**config.mk**
```make
export PLATFORM = sky130hd
export DESIGN_NAME = deadline_job_dispatch_queue_unit
export DESIGN_NICKNAME = d
export VERILOG_FILES = /design/src/design/djdq_pkg.sv /design/src/design/djdq_ram.sv /design/src/design/deadline_job_dispatch_queue_unit.sv
export SDC_FILE = /design/constraint.sdc
export NUM_CORES = 1
export LEC_CHECK = 0
export BUFFER_PORTS_ARGS = -buffer_cell sky130_fd_sc_hd__buf_2
export CAP_MARGIN = 25
export CORE_MARGIN = 4
export CORE_UTILIZATION = 65
export CTS_BUF_LIST = sky130_fd_sc_hd__clkbuf_8
export DETAILED_ROUTE_END_ITERATION = 8
export PLACE_DENSITY = 0.84
export SYNTH_ARGS = -nofsm -noshare
export SYNTH_HDL_FRONTEND = slang
export SYNTH_SLANG_ARGS = --single-unit
export TNS_END_PERCENT = 1
```
**constraint.sdc**
```tcl
create_clock -name clk -period 28.8 [get_ports clk]
set_input_delay 5.76 -clock clk [delete_from_list [all_inputs] [get_ports clk]]
set_output_delay 5.76 -clock clk [all_outputs]
set_load 0.01 [all_outputs]
```
**src/design/djdq_pkg.sv**
```systemverilog
// shared types and constants of the deadline job dispatch queue
package djdq_pkg;

  // field widths fixed by the interface
  localparam int unsigned ID_W   = 16;
  localparam int unsigned TIME_W = 32;
  localparam int unsigned OUTC_W = 2;
  localparam int unsigned LIMIT_W = 3;

  // queue limit after reset
  localparam logic [LIMIT_W-1:0] LIMIT_RESET = 3'd3;

  // request kinds
  localparam logic KIND_ARRIVAL = 1'b0;
  localparam logic KIND_FLUSH   = 1'b1;

  // outcome codes of a result record
  localparam logic [OUTC_W-1:0] OUT_DONE    = 2'd0;
  localparam logic [OUTC_W-1:0] OUT_FULL    = 2'd1;
  localparam logic [OUTC_W-1:0] OUT_OVERRUN = 2'd2;
  localparam logic [OUTC_W-1:0] OUT_EXPIRED = 2'd3;

  // one waiting job as held in the queue memory
  typedef struct packed {
    logic [ID_W-1:0]   id;
    logic [TIME_W-1:0] arrival;
    logic [TIME_W-1:0] duration;
    logic [TIME_W-1:0] timeout;
  } job_t;

  // sequencer states
  typedef enum logic [2:0] {
    ST_IDLE,
    ST_CHECK,
    ST_RUN,
    ST_DIRECT
  } state_t;

  // per-cycle control decisions of the sequencer
  typedef struct packed {
    logic push;       // move pending record into output register
    logic push_last;  // last flag of that record
    logic rd_en;      // read queue head
    logic wr_en;      // write arriving job at tail
    logic mk_full;    // build queue-full drop record
    logic run_head;   // evaluate queue head from memory data
    logic run_direct; // run the arriving job on an idle cpu
  } ctrl_t;

endpackage

```
**src/design/djdq_ram.sv**
```systemverilog
// generic single-write, single-read ram with registered read data
module djdq_ram #(
  parameter int unsigned WIDTH = 8,
  parameter int unsigned DEPTH = 4
) (
  input  logic                                   clk,
  input  logic                                   we,
  input  logic [(DEPTH > 1 ? $clog2(DEPTH) : 1)-1:0] waddr,
  input  logic [WIDTH-1:0]                       wdata,
  input  logic                                   re,
  input  logic [(DEPTH > 1 ? $clog2(DEPTH) : 1)-1:0] raddr,
  output logic [WIDTH-1:0]                       rdata
);

  logic [WIDTH-1:0] mem_r [DEPTH];
  logic [WIDTH-1:0] rdata_r;

  // write port
  always_ff @(posedge clk) begin
    if (we) begin
      mem_r[waddr] <= wdata;
    end
  end

  // registered read port
  always_ff @(posedge clk) begin
    if (re) begin
      rdata_r <= mem_r[raddr];
    end
  end

  assign rdata = rdata_r;

endmodule

```
**src/design/deadline_job_dispatch_queue_unit.sv**
```systemverilog
// top level of the deadline job dispatch queue
// Single-server job dispatcher with a bounded queue of waiting jobs held in a
// synchronous ram of QUEUE_DEPTH entries. Each accepted request is either a
// job arrival or a flush; it produces zero or more result records, the final
// one marked by out_last. A request is taken only when the previous one has
// finished. Every waiting job dispatched takes a ram read of the queue head
// and then its evaluation, the loop of the sequencer; an arriving job that
// finds the cpu idle runs at once, and one that finds the queue full gets a
// drop record. The sequencer holds while an output record waits to be taken.
// The queue memory needs no clearing after reset: only counted slots are
// ever read.
// queue_limit is written through cfg_wr_en and cfg_wr_data; values above
// QUEUE_DEPTH act as QUEUE_DEPTH, zero drops every job that finds the cpu busy.
module deadline_job_dispatch_queue_unit #(
  parameter int unsigned QUEUE_DEPTH = 4
) (
  input  logic                           clk,
  input  logic                           rst_n,
  // configuration port
  input  logic                           cfg_wr_en,
  input  logic [djdq_pkg::LIMIT_W-1:0]   cfg_wr_data,
  // request channel
  input  logic                           in_valid,
  output logic                           in_ready,
  input  logic                           in_kind,
  input  logic [djdq_pkg::ID_W-1:0]      in_job_id,
  input  logic [djdq_pkg::TIME_W-1:0]    in_job_arrival,
  input  logic [djdq_pkg::TIME_W-1:0]    in_job_duration,
  input  logic [djdq_pkg::TIME_W-1:0]    in_job_timeout,
  // result channel
  output logic                           out_valid,
  input  logic                           out_ready,
  output logic [djdq_pkg::ID_W-1:0]      out_result_id,
  output logic [djdq_pkg::OUTC_W-1:0]    out_outcome,
  output logic [djdq_pkg::TIME_W-1:0]    out_event_time,
  output logic [djdq_pkg::TIME_W-1:0]    out_delay,
  output logic                           out_last
);

  localparam int unsigned SLOT_W = (QUEUE_DEPTH > 1) ? $clog2(QUEUE_DEPTH) : 1;
  localparam int unsigned CNT_W  = $clog2(QUEUE_DEPTH + 1);
  localparam int unsigned LIM_W  = (CNT_W > djdq_pkg::LIMIT_W) ? CNT_W : djdq_pkg::LIMIT_W;
  localparam int unsigned SUM_W  = ((SLOT_W > CNT_W) ? SLOT_W : CNT_W) + 1;
  localparam int unsigned T_W    = djdq_pkg::TIME_W;

  // state registers
  djdq_pkg::state_t               state_r, state_nxt;
  logic [T_W-1:0]                 cpu_time_r, cpu_time_nxt;
  logic [SLOT_W-1:0]              head_r, head_nxt;
  logic [CNT_W-1:0]               count_r, count_nxt;
  logic [djdq_pkg::LIMIT_W-1:0]   limit_r;

  // latched request
  logic                           kind_r;
  djdq_pkg::job_t                 job_r;

  // pending record
  logic                           pend_r, pend_nxt;
  logic                           fin_r, fin_nxt;
  logic [djdq_pkg::ID_W-1:0]      rec_id_r, rec_id_nxt;
  logic [djdq_pkg::OUTC_W-1:0]    rec_outcome_r, rec_outcome_nxt;
  logic [T_W-1:0]                 rec_time_r, rec_time_nxt;
  logic [T_W-1:0]                 rec_delay_r, rec_delay_nxt;

  // output register
  logic                           out_valid_r;
  logic [djdq_pkg::ID_W-1:0]      out_id_r;
  logic [djdq_pkg::OUTC_W-1:0]    out_outcome_r;
  logic [T_W-1:0]                 out_time_r;
  logic [T_W-1:0]                 out_delay_r;
  logic                           out_last_r;

  djdq_pkg::ctrl_t                ctrl;
  djdq_pkg::job_t                 head_job;
  djdq_pkg::job_t                 in_job;
  logic                           in_acc;
  logic                           out_free;

  // decision terms
  logic                           cont;
  logic                           cpu_le_arr;
  logic                           is_full;
  logic [LIM_W-1:0]               lim_eff;
  logic [LIM_W-1:0]               count_ext;
  logic [LIM_W-1:0]               limit_ext;
  logic [SUM_W-1:0]               tail_sum;
  logic [SLOT_W-1:0]              tail_slot;

  // evaluation terms
  logic [T_W:0]                   head_end;
  logic                           head_expired;
  logic                           head_over;
  logic [T_W:0]                   direct_end;
  logic                           direct_over;

  assign in_ready = (state_r == djdq_pkg::ST_IDLE);
  assign in_acc   = in_valid && in_ready;
  assign out_free = !out_valid_r || out_ready;

  assign in_job.id       = in_job_id;
  assign in_job.arrival  = in_job_arrival;
  assign in_job.duration = in_job_duration;
  assign in_job.timeout  = in_job_timeout;

  // queue memory
  djdq_ram #(
    .WIDTH ($bits(djdq_pkg::job_t)),
    .DEPTH (QUEUE_DEPTH)
  ) u_queue_ram (
    .clk   (clk),
    .we    (ctrl.wr_en),
    .waddr (tail_slot),
    .wdata (job_r),
    .re    (ctrl.rd_en),
    .raddr (head_r),
    .rdata (head_job)
  );

  // dispatch and admission conditions
  always_comb begin
    cpu_le_arr = (cpu_time_r <= job_r.arrival);
    cont       = (count_r != '0) && ((kind_r == djdq_pkg::KIND_FLUSH) || cpu_le_arr);
    count_ext  = LIM_W'(count_r);
    limit_ext  = LIM_W'(limit_r);
    lim_eff    = (limit_ext > LIM_W'(QUEUE_DEPTH)) ? LIM_W'(QUEUE_DEPTH) : limit_ext;
    is_full    = (count_ext >= lim_eff);
    tail_sum   = SUM_W'(head_r) + SUM_W'(count_r);
    tail_slot  = (tail_sum >= SUM_W'(QUEUE_DEPTH)) ?
                 SLOT_W'(tail_sum - SUM_W'(QUEUE_DEPTH)) : SLOT_W'(tail_sum);
  end

  // next state
  always_comb begin
    state_nxt = state_r;
    case (state_r)
      djdq_pkg::ST_IDLE: begin
        if (in_acc) begin
          state_nxt = djdq_pkg::ST_CHECK;
        end
      end
      djdq_pkg::ST_CHECK: begin
        if (out_free) begin
          if (fin_r) begin
            state_nxt = djdq_pkg::ST_IDLE;
          end else if (cont) begin
            state_nxt = djdq_pkg::ST_RUN;
          end else if (kind_r == djdq_pkg::KIND_FLUSH) begin
            state_nxt = djdq_pkg::ST_IDLE;
          end else if (cpu_le_arr) begin
            state_nxt = djdq_pkg::ST_DIRECT;
          end else if (is_full) begin
            state_nxt = djdq_pkg::ST_CHECK;
          end else begin
            state_nxt = djdq_pkg::ST_IDLE;
          end
        end
      end
      djdq_pkg::ST_RUN:    state_nxt = djdq_pkg::ST_CHECK;
      djdq_pkg::ST_DIRECT: state_nxt = djdq_pkg::ST_CHECK;
      default:             state_nxt = djdq_pkg::ST_IDLE;
    endcase
  end

  // sequencer outputs
  always_comb begin
    ctrl = '0;
    case (state_r)
      djdq_pkg::ST_CHECK: begin
        if (out_free) begin
          ctrl.push = pend_r;
          if (fin_r) begin
            ctrl.push_last = 1'b1;
          end else if (cont) begin
            ctrl.rd_en = 1'b1;
          end else if (kind_r == djdq_pkg::KIND_FLUSH) begin
            ctrl.push_last = 1'b1;
          end else if (cpu_le_arr) begin
            ctrl.push_last = 1'b0;
          end else if (is_full) begin
            ctrl.mk_full = 1'b1;
          end else begin
            ctrl.push_last = 1'b1;
            ctrl.wr_en     = 1'b1;
          end
        end
      end
      djdq_pkg::ST_RUN:    ctrl.run_head   = 1'b1;
      djdq_pkg::ST_DIRECT: ctrl.run_direct = 1'b1;
      default:             ctrl = '0;
    endcase
  end

  // job evaluation: waiting head and direct run
  always_comb begin
    head_end     = {1'b0, cpu_time_r} + {1'b0, head_job.duration};
    head_expired = (cpu_time_r >= head_job.timeout);
    head_over    = (head_end > {1'b0, head_job.timeout});
    direct_end   = {1'b0, job_r.arrival} + {1'b0, job_r.duration};
    direct_over  = (direct_end > {1'b0, job_r.timeout});
  end

  // record, cpu time and queue bookkeeping
  always_comb begin
    cpu_time_nxt    = cpu_time_r;
    head_nxt        = head_r;
    count_nxt       = count_r;
    pend_nxt        = pend_r && !ctrl.push;
    fin_nxt         = fin_r;
    rec_id_nxt      = rec_id_r;
    rec_outcome_nxt = rec_outcome_r;
    rec_time_nxt    = rec_time_r;
    rec_delay_nxt   = rec_delay_r;
    if (state_r == djdq_pkg::ST_CHECK && out_free && fin_r) begin
      fin_nxt = 1'b0;
    end
    if (ctrl.wr_en) begin
      count_nxt = count_r + CNT_W'(1);
    end
    if (ctrl.mk_full) begin
      pend_nxt        = 1'b1;
      fin_nxt         = 1'b1;
      rec_id_nxt      = job_r.id;
      rec_outcome_nxt = djdq_pkg::OUT_FULL;
      rec_time_nxt    = job_r.arrival;
      rec_delay_nxt   = '0;
    end
    if (ctrl.run_head) begin
      pend_nxt   = 1'b1;
      rec_id_nxt = head_job.id;
      count_nxt  = count_r - CNT_W'(1);
      head_nxt   = (head_r == SLOT_W'(QUEUE_DEPTH - 1)) ? '0 : head_r + SLOT_W'(1);
      if (head_expired) begin
        rec_outcome_nxt = djdq_pkg::OUT_EXPIRED;
        rec_time_nxt    = cpu_time_r;
        rec_delay_nxt   = cpu_time_r - head_job.arrival;
      end else if (head_over) begin
        rec_outcome_nxt = djdq_pkg::OUT_OVERRUN;
        rec_time_nxt    = head_job.timeout;
        rec_delay_nxt   = head_job.timeout - head_job.arrival;
        cpu_time_nxt    = head_job.timeout;
      end else begin
        rec_outcome_nxt = djdq_pkg::OUT_DONE;
        rec_time_nxt    = head_end[T_W-1:0];
        rec_delay_nxt   = cpu_time_r - head_job.arrival;
        cpu_time_nxt    = head_end[T_W-1:0];
      end
    end
    if (ctrl.run_direct) begin
      pend_nxt   = 1'b1;
      fin_nxt    = 1'b1;
      rec_id_nxt = job_r.id;
      if (direct_over) begin
        rec_outcome_nxt = djdq_pkg::OUT_OVERRUN;
        rec_time_nxt    = job_r.timeout;
        rec_delay_nxt   = job_r.timeout - job_r.arrival;
        cpu_time_nxt    = job_r.timeout;
      end else begin
        rec_outcome_nxt = djdq_pkg::OUT_DONE;
        rec_time_nxt    = direct_end[T_W-1:0];
        rec_delay_nxt   = '0;
        cpu_time_nxt    = direct_end[T_W-1:0];
      end
    end
  end

  // control registers
  always_ff @(posedge clk) begin
    if (!rst_n) begin
      state_r     <= djdq_pkg::ST_IDLE;
      cpu_time_r  <= '0;
      head_r      <= '0;
      count_r     <= '0;
      limit_r     <= djdq_pkg::LIMIT_RESET;
      pend_r      <= 1'b0;
      fin_r       <= 1'b0;
      out_valid_r <= 1'b0;
    end else begin
      state_r    <= state_nxt;
      cpu_time_r <= cpu_time_nxt;
      head_r     <= head_nxt;
      count_r    <= count_nxt;
      pend_r     <= pend_nxt;
      fin_r      <= fin_nxt;
      if (cfg_wr_en) begin
        limit_r <= cfg_wr_data;
      end
      if (ctrl.push) begin
        out_valid_r <= 1'b1;
      end else if (out_ready) begin
        out_valid_r <= 1'b0;
      end
    end
  end

  // payload registers
  always_ff @(posedge clk) begin
    if (in_acc) begin
      kind_r <= in_kind;
      job_r  <= in_job;
    end
    rec_id_r      <= rec_id_nxt;
    rec_outcome_r <= rec_outcome_nxt;
    rec_time_r    <= rec_time_nxt;
    rec_delay_r   <= rec_delay_nxt;
    if (ctrl.push) begin
      out_id_r      <= rec_id_r;
      out_outcome_r <= rec_outcome_r;
      out_time_r    <= rec_time_r;
      out_delay_r   <= rec_delay_r;
      out_last_r    <= ctrl.push_last;
    end
  end

  assign out_valid      = out_valid_r;
  assign out_result_id  = out_id_r;
  assign out_outcome    = out_outcome_r;
  assign out_event_time = out_time_r;
  assign out_delay      = out_delay_r;
  assign out_last       = out_last_r;

  // queue never holds more jobs than it has slots
  a_count_bound: assert property (@(posedge clk) disable iff (!rst_n)
    count_r <= CNT_W'(QUEUE_DEPTH))
    else $error("wait count exceeds queue depth");

  // a job is written only into a free slot
  a_write_room: assert property (@(posedge clk) disable iff (!rst_n)
    ctrl.wr_en |-> (count_r < CNT_W'(QUEUE_DEPTH)))
    else $error("queue write with no free slot");

  // a head read only happens with a job waiting, and is evaluated next cycle
  a_read_then_run: assert property (@(posedge clk) disable iff (!rst_n)
    ctrl.rd_en |-> (count_r != '0) ##1 (state_r == djdq_pkg::ST_RUN))
    else $error("head read without waiting job or evaluation");

  // a new request is taken only with no record left pending
  a_idle_clean: assert property (@(posedge clk) disable iff (!rst_n)
    in_ready |-> (!pend_r && !fin_r))
    else $error("request accepted while a record is pending");

endmodule

```
==> impl_metrics.py <==
metrics = {
    "route": {
        "final_antenna_net_count": 0,
        "wire_per_inst_um": 29.90,
        "totalWireLength_um": 129700,
        "firstDrtPassIters": 6,
        "drtIter0Drc": 4523,
        "route.detailed.drc": 0,
        "vias": 29818,
        "drt-vias-per-instance": 6.875,
    },
    "die": {
        "io_pins": 206,
        "coreArea_um2": 64930,
        "die_x_um": 265.1,
        "die_area_um2": 70260,
        "row_count": 93,
        "start_util_pct": 66.16,
        "dieHeight_um": 265.1,
    },
    "status": {
        "run_status": "finished, final reports clean",
    },
    "synthesis": {
        "syn_area_um2": 42960,
        "synthCells": 3097,
        "postSynthAreaPerCell_um2": 13.87,
        "synth_fa_ha_area_share_pct": 8.727,
        "synth-compound-area-share_pct": 11.89,
        "synth_edf_count": 838,
        "synthArstFlopShare_pct": 0,
        "muxShareOfSynthArea_pct": 6.676,
        "synth.distinct_cells": 86,
        "yosys.area_share.simple_pct": 6.772,
        "syn_nets": 3514,
        "synth-seq-area-share_pct": 60.68,
        "yosysWarnings": 0,
        "synthXorXnorAreaFrac_pct": 2.834,
        "synth_top_family_by_area": "compound AO/OA/AOI/OAI gates",
        "synthFlopType": "edfxtp_1",
        "ys_seq_elements": 883,
    },
    "sta": {
        "fmax_mhz": 126.1,
        "drv_slew": 0,
        "setup_violations": 0,
        "tns_ps": 0,
        "slew_headroom_pct": 28.54,
        "period_minus_slack_ps": 7930,
        "tightest_slew_ps": 1064,
        "skew_ps": 56.88,
        "fin_crit_sh_pct": 27.54,
        "rsz0062_at_grt": "false",
        "hold_viol": 0,
    },
    "power": {
        "vdd_ir_drop_max_uv": 56.03,
        "p_sw_w": 0.0008951,
        "pwr-share-seq_pct": 49.5,
        "finalPower_w": 0.003054,
        "clockPowerShare_pct": 33.1,
        "internal-power_w": 0.002159,
        "p_leak_nw": 18.24,
        "cellPowerDensity_nw_per_um2": 64.12,
        "power_frac_comb_pct": 17.4,
        "power_switching_share_pct": 29.31,
    },
    "setup_path": {
        "endpoint_kind": "flop",
        "r2r-end": "rec_delay_r[24]$_DFFE_PP_",
        "r2r_start": "job_r[64]$_DFFE_PP_",
        "worstSetupStartpointType": "input port",
        "rr_worst_depth": 21,
        "critPathCapture": "rec_time_r[25]$_DFFE_PP_",
        "crit_start": "out_ready",
        "cp.required_ps": 29220,
        "crit_fanout": 43,
        "reg2reg_slack_ps": 21280,
        "worstSetupPathType": "input port to flop",
        "arrival_ps": 8350,
    },
    "clocking": {
        "cts_root_buffer": "clkbuf_8",
        "clock_latency_ps": 830,
        "ctsResizeCount": 0,
        "hold_buffers": 0,
        "cts_tree": "yes",
        "clkSinkCount": 883,
        "htreeDepth": 4,
        "path_clk_slew_ps": 60,
        "cts_setup_buffers": 0,
        "cts_buffers": 139,
        "clk_path_buf_depth": 3,
    },
    "global_routing": {
        "grt_max_degree": 83,
        "gr-total-overflow": 0,
        "track_usage_pct": 36.60,
        "grt_pass1_wl_um": 189200,
        "antenna_found_initial": 6,
        "grt_pass1_vias": 29278,
    },
    "finish": {
        "area_growth_syn_to_layout_pct": 10.87,
        "drive_above_1_share_pct": 16.94,
        "fillers": 3962,
        "fin_nets": 3804,
    },
    "placement": {
        "gp_congestion": 1.004,
        "dpl.hpwl_um": 93460,
        "io_buffers": 205,
    },
    "worst_hold_path": {
        "hp-class": "flop to flop",
    },
    "flow_run": {
        "cap_violations": 0,
    },
}
## how the worst min path moves through the flow
stage	startpoint	to	slack, ps	cells after the start
2_1_floorplan	rec_delay_r[0]$_DFFE_PP_	out_delay[0]$_DFFE_PP_	400	0
3_3_place_gp	rec_delay_r[12]$_DFFE_PP_	out_delay[12]$_DFFE_PP_	400	0
3_5_place_dp	rec_outcome_r[1]$_DFFE_PP_	out_outcome[1]$_DFFE_PP_	410	0
4_1_cts	rec_id_r[12]$_DFFE_PP_	out_result_id[12]$_DFFE_PP_	400	0
5_1_grt	rec_id_r[12]$_DFFE_PP_	out_result_id[12]$_DFFE_PP_	410	0
6_report	rec_id_r[12]$_DFFE_PP_	out_result_id[12]$_DFFE_PP_	410	0
## cells in the final DEF (no fill, tap or decap), types with 38 or more instances in the layout
cell,instances
edfxtp_1,838
ha_1,290
a21oi_1,222
inv_1,210
buf_2,206
nand2_1,192
clkbuf_8,143
o21ai_0,130
nor2_1,130
mux4_2,112
a21o_1,89
xnor2_1,88
xor2_1,51
nand3_1,46
dfxtp_1,43
o211ai_1,38
## registers in the layout (all words and copies together) (netlist names), 3 cells and up
| signal | cells |
|---|---|
| rec_id_r | 16 |
| out_event_time | 32 |
| out_result_id | 16 |
| count_ext | 3 |
| limit_ext | 3 |
| cpu_time_r | 32 |
| u_queue_ram.mem_r | 448 |
| rec_delay_r | 32 |
| rec_time_r | 32 |
| u_queue_ram.rdata | 112 |
| job_r | 112 |
| out_delay | 32 |
## critical path, stage by stage
cell and delay (ps):
buf_2 80, nand2b_1 160, and3_1 240, nand2b_1 130, nor4b_1 540, or2_4 730, buf_4 660
## layer usage
layer	track usage [%]	up-vias	share of wire, %
met2	52.82	2159	43
met5	0	-	0.018
met1	54.18	14663	40
met4	12.28	4	3.5
met3	10.93	298	14
li1	-	12694	-
## metrics by stage
stage	utilization, %	area (um2)	hold slack [ps]	setup WS, ps	cells
final	73.35	47620	409.8	20870	4337
after global routing	73.34	47620	410.8	20690	4335
after CTS	73.30	47590	404.9	20930	4332
after detailed placement	69.32	45010	405.2	20130	4100
after global placement	69.27	44980	400.9	20280	4098
after floorplan	-	42960	400.3	13780	3097
## Yosys cell counts (25+ instances only)
library cell    n  area (um2)
nor2b_1        25       156.4
clkbuf_1       55       206.5
xnor2_1        88       770.7
edfxtp_1      838       25160
dfxtp_1        45       900.9
nand3_1        46       230.2
nor2_1        131       491.7
o21ai_0       130       650.6
a21o_1         89       668.1
a21oi_1       222        1111
ha_1          290        3628
xor2_1         51       446.7
o211ai_1       38       285.3
a211oi_1       27       202.7
nand2_1       192       720.7
o21a_1         25       187.7
nand4_1        34       212.7
mux4_2        112        2522
nor3_1         35       175.2
and3_1         34       212.7
inv_1         172       645.6
## logic make-up after synthesis
logic type                 after synthesis
adders and majority gates              296
xor gates and xnor gates               139
DFF                                    883
and+or+nand+nor                        598
buffers and inverters                  266
AOI/OAI and AO/OA                      770
muxes                                  145
## cell type report
| class | instances | area [um2] | area share, % |
|---|---|---|---|
| clock inverter | 89 | 618.1 | 1.298 |
| multi-input combinational | 1948 | 15910 | 33.40 |
| sequential | 883 | 26070 | 54.75 |
| timing repair buffer | 241 | 1326 | 2.785 |
| antenna | 4 | 10.01 | 0.02102 |
| clock buffer | 143 | 1968 | 4.133 |
| tap | 855 | 1070 | 2.246 |
| inverter | 174 | 654.4 | 1.374 |
## power groups by stage
stage	Sequential (W)	Clock (W)	Combinational [W]
floorplan	0.00150	0	0.000358
global placement	0.00153	0	0.000491
detailed placement	0.00153	0	0.000509
CTS	0.00151	0.00102	0.000514
global route	0.00151	0.00109	0.000569
finish	0.00151	0.00101	0.000530
Note: power is estimated with default switching activity, not from simulation.
